### config.mk
export PLATFORM = sky130hd
export DESIGN_NAME = centered_window_min_drop
export DESIGN_NICKNAME = d
export VERILOG_FILES = /design/src/rtl/core/cwmd_pkg.sv /design/src/rtl/core/cwmd_cell.sv /design/src/rtl/core/cwmd_chain.sv /design/src/rtl/core/centered_window_min_drop.sv
export SDC_FILE = /design/constraint.sdc
export NUM_CORES = 2
export LEC_CHECK = 0
export BUFFER_PORTS_ARGS = -buffer_cell sky130_fd_sc_hd__buf_4
export CAP_MARGIN = 20
export CORE_ASPECT_RATIO = 0.9
export CORE_MARGIN = 3
export CORE_UTILIZATION = 35
export CTS_CLUSTER_SIZE = 40
export DETAILED_ROUTE_END_ITERATION = 12
export GPL_TIMING_DRIVEN = 0
export PLACE_DENSITY_LB_ADDON = 0.2
export RECOVER_POWER = 50
export SLEW_MARGIN = 15
export SYNTH_ARGS = -nofsm -noshare
export SYNTH_HDL_FRONTEND = slang
export SYNTH_HIERARCHICAL = 1
export SYNTH_SLANG_ARGS = --single-unit
### constraint.sdc
create_clock -name aclk -period 276.3 [get_ports aclk]
set_input_delay 0 -clock aclk [delete_from_list [all_inputs] [get_ports aclk]]
set_output_delay 0 -clock aclk [all_outputs]
set_load 0.1 [all_outputs]
### src/rtl/core/cwmd_pkg.sv
// ----------------------------------------------------------------------------
// cwmd_pkg: shared types and constants for the centered window minimum drop
// Sample and result item layouts, chain dimensions and chain control struct.
// ----------------------------------------------------------------------------
`default_nettype none

package cwmd_pkg;

    localparam int MAX_HALF_WIDTH = 31;
    localparam int SAMPLE_BITS    = 16;
    localparam int CFG_BITS       = 5;
    localparam int WIN_DEPTH      = 2 * MAX_HALF_WIDTH + 1;
    localparam int HW_BITS        = $clog2(MAX_HALF_WIDTH + 1);
    localparam int IDX_BITS       = $clog2(WIN_DEPTH);
    localparam int CNT_BITS       = $clog2(WIN_DEPTH + 1);

    localparam logic [CFG_BITS-1:0] HALF_WIDTH_RESET = CFG_BITS'(1);

    typedef logic [SAMPLE_BITS-1:0] sample_t;

    localparam sample_t SAMPLE_MAX = '1;

    typedef struct packed {
        sample_t sample;
        logic    end_of_sequence;
    } in_item_t;

    typedef struct packed {
        sample_t drop;
        logic    final_result;
    } out_item_t;

    // What the controller tells the cell row in one cycle
    typedef struct packed {
        logic    shift;
        logic    first;
        sample_t sample;
    } chain_ctl_t;

endpackage : cwmd_pkg

`default_nettype wire

### src/rtl/core/cwmd_cell.sv
// ----------------------------------------------------------------------------
// cwmd_cell: one stage of the sample and running minimum chain
// Holds one sample and the minimum of it and every newer sample.
// ----------------------------------------------------------------------------
`default_nettype none

module cwmd_cell
    import cwmd_pkg::*;
(
    input  wire logic       aclk,
    input  wire chain_ctl_t ctl,
    input  wire sample_t    ws_prev,
    input  wire sample_t    rm_prev,
    output      sample_t    ws,
    output      sample_t    rm
);

    sample_t ws_reg;
    sample_t rm_reg;
    sample_t rm_next;

    // A new sequence restarts the minimum, so older entries never leak in
    always_comb begin
        if (ctl.first) begin
            rm_next = ctl.sample;
        end else if (rm_prev < ctl.sample) begin
            rm_next = rm_prev;
        end else begin
            rm_next = ctl.sample;
        end
    end

    always_ff @(posedge aclk) begin
        if (ctl.shift) begin
            ws_reg <= ws_prev;
            rm_reg <= rm_next;
        end
    end

    assign ws = ws_reg;
    assign rm = rm_reg;

endmodule : cwmd_cell

`default_nettype wire

### src/rtl/core/cwmd_chain.sv
// ----------------------------------------------------------------------------
// cwmd_chain: row of minimum cells with the centre and window taps
// Entry 0 is the newest sample; the centre sits at k, the window end at 2k.
// ----------------------------------------------------------------------------
`default_nettype none

module cwmd_chain
    import cwmd_pkg::*;
(
    input  wire logic               aclk,
    input  wire chain_ctl_t         ctl,
    input  wire logic [HW_BITS-1:0] k,
    output      sample_t            drop
);

    sample_t ws [WIN_DEPTH];
    sample_t rm [WIN_DEPTH];
    sample_t ws_tap;
    sample_t rm_tap;

    for (genvar p = 0; p < WIN_DEPTH; p++) begin : g_cell
        if (p == 0) begin : g_head
            cwmd_cell u_cell (
                .aclk    (aclk),
                .ctl     (ctl),
                .ws_prev (ctl.sample),
                .rm_prev (SAMPLE_MAX),
                .ws      (ws[p]),
                .rm      (rm[p])
            );
        end else begin : g_body
            cwmd_cell u_cell (
                .aclk    (aclk),
                .ctl     (ctl),
                .ws_prev (ws[p-1]),
                .rm_prev (rm[p-1]),
                .ws      (ws[p]),
                .rm      (rm[p])
            );
        end
    end

    assign ws_tap = ws[IDX_BITS'(k)];
    assign rm_tap = rm[IDX_BITS'({k, 1'b0})];
    assign drop   = ws_tap - rm_tap;

endmodule : cwmd_chain

`default_nettype wire

### src/rtl/core/centered_window_min_drop.sv
// ----------------------------------------------------------------------------
// centered_window_min_drop: centre sample minus its clipped window minimum
// Input channel s_* carries samples with an end-of-sequence flag; output
// channel m_* carries one drop per sample, the last one flagged final.
// With half width k, result i leaves once sample i+k is in. Items enter at
// one per clock while s_ready is high; once sample i+k is accepted, result i
// passes pend_reg and then the output register on its way to m_valid.
// On an end-of-sequence item the block takes no new sample while it pushes k
// filler entries through the cell row and drains the results still owed (at
// most k), one per clock while the receiver keeps m_ready high.
// The cell row (63 cells) bounds the window; taps sit at cell k and 2k.
// When the receiver stalls, the output register holds its item and one
// more result waits in the row; s_ready drops when both are full and while
// a sequence tail drains. cfg_wr_en writes the half width (reset 1) at once;
// write it only while no item is under way. Reset clears the control state and
// the sequence count; the row contents are never read before they are refilled.
// ----------------------------------------------------------------------------
`default_nettype none

module centered_window_min_drop
    import cwmd_pkg::*;
(
    input  wire logic                aclk,
    input  wire logic                aresetn,
    input  wire logic                cfg_wr_en,
    input  wire logic [CFG_BITS-1:0] cfg_wr_data,
    input  wire logic                s_valid,
    output      logic                s_ready,
    input  wire in_item_t            s_data,
    output      logic                m_valid,
    input  wire logic                m_ready,
    output      out_item_t           m_data
);

    logic [CFG_BITS-1:0] half_width_reg;
    logic [HW_BITS-1:0]  k;

    logic [CNT_BITS-1:0] seen_reg,  seen_next;
    logic                flush_reg, flush_next;
    logic [HW_BITS-1:0]  ghost_reg, ghost_next;
    logic [HW_BITS-1:0]  lo_reg,    lo_next;
    logic                pend_reg,  pend_next;
    logic                final_reg, final_next;
    logic                m_valid_reg, m_valid_next;
    out_item_t           m_data_reg;

    logic               out_free;
    logic               move;
    logic               chain_free;
    logic               accept;
    logic               step;
    logic               seen_ge_k;
    logic [HW_BITS-1:0] ghost_inc;
    chain_ctl_t         ctl;
    sample_t            drop;

    assign k = (half_width_reg > CFG_BITS'(MAX_HALF_WIDTH)) ?
               HW_BITS'(MAX_HALF_WIDTH) : HW_BITS'(half_width_reg);

    always_ff @(posedge aclk) begin
        if (!aresetn) begin
            half_width_reg <= HALF_WIDTH_RESET;
        end else if (cfg_wr_en) begin
            half_width_reg <= cfg_wr_data;
        end
    end

    assign out_free   = !m_valid_reg || m_ready;
    assign move       = pend_reg && out_free;
    assign chain_free = !pend_reg || move;
    assign s_ready    = chain_free && !flush_reg;
    assign accept     = s_valid && s_ready;
    assign step       = chain_free && flush_reg;
    assign seen_ge_k  = seen_reg >= CNT_BITS'(k);
    assign ghost_inc  = ghost_reg + HW_BITS'(1);

    // Filler entries are all ones so they never win a minimum
    always_comb begin
        ctl.shift  = accept || step;
        ctl.first  = accept && (seen_reg == '0);
        ctl.sample = accept ? s_data.sample : SAMPLE_MAX;
    end

    always_comb begin
        seen_next  = seen_reg;
        flush_next = flush_reg;
        ghost_next = ghost_reg;
        lo_next    = lo_reg;
        pend_next  = pend_reg;
        final_next = final_reg;
        if (move) begin
            pend_next = 1'b0;
        end
        if (accept) begin
            pend_next  = seen_ge_k;
            final_next = s_data.end_of_sequence && (k == '0);
            if (s_data.end_of_sequence) begin
                // Oldest owed centre sits below cell k when the sequence is short
                seen_next  = '0;
                flush_next = (k != '0);
                ghost_next = '0;
                lo_next    = seen_ge_k ? '0 : (k - HW_BITS'(seen_reg));
            end else if (seen_reg != CNT_BITS'(WIN_DEPTH)) begin
                seen_next = seen_reg + CNT_BITS'(1);
            end
        end else if (step) begin
            // Each filler push moves the next owed centre onto cell k
            ghost_next = ghost_inc;
            pend_next  = ghost_inc >= lo_reg;
            final_next = ghost_inc == k;
            flush_next = ghost_inc != k;
        end
    end

    always_comb begin
        m_valid_next = m_valid_reg;
        if (out_free) begin
            m_valid_next = pend_reg;
        end
    end

    always_ff @(posedge aclk) begin
        if (!aresetn) begin
            seen_reg    <= '0;
            flush_reg   <= 1'b0;
            ghost_reg   <= '0;
            lo_reg      <= '0;
            pend_reg    <= 1'b0;
            final_reg   <= 1'b0;
            m_valid_reg <= 1'b0;
        end else begin
            seen_reg    <= seen_next;
            flush_reg   <= flush_next;
            ghost_reg   <= ghost_next;
            lo_reg      <= lo_next;
            pend_reg    <= pend_next;
            final_reg   <= final_next;
            m_valid_reg <= m_valid_next;
        end
    end

    always_ff @(posedge aclk) begin
        if (move) begin
            m_data_reg.drop         <= drop;
            m_data_reg.final_result <= final_reg;
        end
    end

    cwmd_chain u_chain (
        .aclk (aclk),
        .ctl  (ctl),
        .k    (k),
        .drop (drop)
    );

    assign m_valid = m_valid_reg;
    assign m_data  = m_data_reg;

endmodule : centered_window_min_drop

`default_nettype wire

==> summary.txt <==
Clock network
  • Root Driver: clkbuf_16
  • Clock tree buffer depth: 4
  • CTS tree: yes
  • Postcts setup bufs: 0
  • CTS sink count: about 1.6k
  • Worst-skew pair later-pin latency: between 0.8 and 0.9 ns
  • CTS Buf Count: about 190
  • Clock slew at reported path FFs: 0.06 ns
  • Htree depth: 4
  • Gates resized, CTS repair: 0

Critical path
  • Critical path startpoint category: register
  • Worst Path Buf+Inv: 16
  • Critical path's slowest cell: clkbuf_1
  • Crit-path max cell delay: ~1.1 ns
  • Crit path capture type: register
  • CP top delay family: buffers and inverters
  • Most frequent CP cell: clkbuf_1
  • CP Data Arrival Time: 10.58 ns
  • Ordered cell list for the critical path: and3b_1 -> clkbuf_1 -> clkbuf_1 -> a21oi_1 -> clkbuf_1 -> clkbuf_1 -> clkbuf_1 -> clkbuf_1 -> clkbuf_1 -> clkbuf_1 -> clkbuf_1 -> buf_16 -> buf_12 -> buf_16 -> buf_16 -> buf_12 -> buf_16 -> buf_16
  • Critical Path RT: approximately 280 ns
  • Setup CP Type: reg2reg
  • Max FO, Critical Path: 24

Routing
  • Wire per inst: 24.1 um
  • Vias per cell: roughly 5.3
  • DRC violations left: 2
  • TritonRoute pass-1 iters: 9
  • Via count: just under 60k
  • Remaining antenna violation count: 0
  • 1st-iter DRT viols: 4326
  • Routed WL: 269 mm

Floorplan
  • Placement Rows: 184
  • Vert. Die Dim: between 500 and 600 um
  • I/O pin cnt: between 40 and 50
  • Die width: between 500 and 600 um
  • Area of the core: around 280000 um^2
  • DIE AREA: 289000 um^2
  • Initial Utilization: 35.3%

Timing
  • Setup TNS: 0 ns
  • Final setup vio count: 0
  • Max Slew Vio Count: approximately 510
  • Final Hold Viols: 0
  • RSZ-0062 raised after global routing: false
  • Relative slew slack: -124%
  • Final Cycle Share: 3.64%
  • Hold_ws: about 0.18 ns
  • Final Critical Period: around 10 ns
  • Fmax: 99.5 MHz
  • Worst Tran Pin Value: ~3.4 ns
  • Clock skew: between 0.04 and 0.05 ns

Global routing
  • Gr ovfl total: 0
  • Initial antenna violation count: 12
  • GRT Resource Usage Total: 18.4%
  • First-pass GRT wire length: roughly 400 mm
  • Vias in the first global route: about 59k
  • Largest net degree at the start of global routing: 55

Synthesis
  • Post-Syn Area per Cell: approximately 14 um^2
  • Synthesized area: a little under 100000 um^2
  • Yosys warns: 6
  • Cells after synthesis: 6887

Run status
  • Run status: finished, violations left
  • Failing checks: design-rule violations, max-capacitance violations, max-slew violations

Flow run
  • Max-cap violations: 14

Pwr
  • Leakage: between 40 and 50 nW
  • VDD IR max: between 5 and 6 uV
  • Pwr dens: 7.30 nW/um^2

Final layout
  • Area growth, synth to finish: 13.5%
  • Fin nets: approximately 8.3k
  • Fraction of layout cells with a size suffix above 1: between 20% and 30%
  • Max reg flops: about 990

Placed design
  • Final GP Congestion: about 0.83
  • DP HPWL: roughly 200 mm
  • PortBufs: 42

Hold path
  • Hold Path Class: in2reg
==> final cells by class <==
class	instances	area, um^2
clock inverter	117	1060
buffer	156	1130
sequential	1562	46700
timing repair buffer	191	2470
clock buffer	223	4950
multi-input combinational	4166	47200
inverter	1034	3880
tap	3720	4650
fill	25847	168000
antenna	9	22.5
==> layer usage <==
layer / track usage, % / vias to the layer above / part of all wire, %
met5: 0 / - / 0.0045
met4: 5.23 / 2 / 2.9
met3: 2.53 / 330 / 5.2
met2: 28.3 / 1403 / 44
met1: 26.9 / 30065 / 48
li1: - / 26936 / -
==> stage by stage <==
stage / area [um^2] / std cells / setup WS (ns) / total power [mW] / utilization [%]
floorplan: 98900 / 6918 / 197.61 / 0.579 / -
global placement: 104000 / 10680 / 163.98 / 0.682 / 37.1
detailed placement: 107000 / 10798 / 269.69 / 0.579 / 38.2
CTS: 113000 / 11168 / 269.68 / 0.831 / 40.5
global route: 112000 / 11170 / 265.41 / 0.858 / 40.0
finish: 112000 / 11178 / 266.26 / 0.817 / 40.0
==> report_power, final <==
part | internal, mW | leakage, nW | switching, mW | total (mW)
Clock | 0.144 | 2.92 | 0.102 | 0.246
Sequential | 0.313 | 14.5 | 0.0312 | 0.344
Combinational | 0.110 | 30.6 | 0.118 | 0.227
Total | 0.567 | 48.1 | 0.250 | 0.817
==> worst register-to-register path, cell delays in order (launching register included) <==
cell and delay, ns:
dfxtp_1 0.34, and3b_1 0.19, clkbuf_1 0.20, clkbuf_1 0.28
a21oi_1 0.88, clkbuf_1 0.71, clkbuf_1 0.78, clkbuf_1 1.07
clkbuf_1 1.02, clkbuf_1 0.92, clkbuf_1 0.89, clkbuf_1 1.02
buf_16 0.26, buf_12 0.21, buf_16 0.20, buf_16 0.20
buf_12 0.21, buf_16 0.19, buf_16 0.16
==> cell usage in the layout (no fill, tap or decap), types with 32 or more instances in the layout <==
master / count
a2111oi_4: 63
a21oi_1: 273
nor2_1: 76
nand3_1: 76
clkbuf_16: 192
nand2_1: 329
a211oi_1: 68
buf_16: 51
nand3_4: 63
nor4_2: 63
a41oi_1: 64
clkbuf_1: 143
o21ai_0: 264
nor3_1: 133
conb_1: 32
mux4_2: 315
clkinv_1: 44
inv_1: 1034
nand3b_2: 64
mux2_2: 395
ha_1: 977
a21oi_4: 63
edfxtp_1: 1537
buf_2: 33
nand2b_4: 63
mux2_4: 630
buf_6: 66
==> worst paths after layout <==
check	cells past startpoint	endpoint	slack, ns	start
worst min register to register	0	u_chain/g_cell[11].g_body.u_cell/ws[9]	0.41	u_chain/g_cell[10].g_body.u_cell/ws[9]
worst max-delay path	18	u_chain/g_cell[0].g_head.u_cell/rm[10]	266.26	m_valid
worst max register to register	18	u_chain/g_cell[0].g_head.u_cell/rm[10]	266.26	m_valid
worst min-delay path	4	seen_reg[2]	0.18	aresetn
==> what timing repair did <==
item | CTS | global route
hold buffers | 30 | 0
endpoints found under the setup margin | 0 | 0
hold endpoints to repair | 132 | 0
Power figures use the tool's default switching activity.
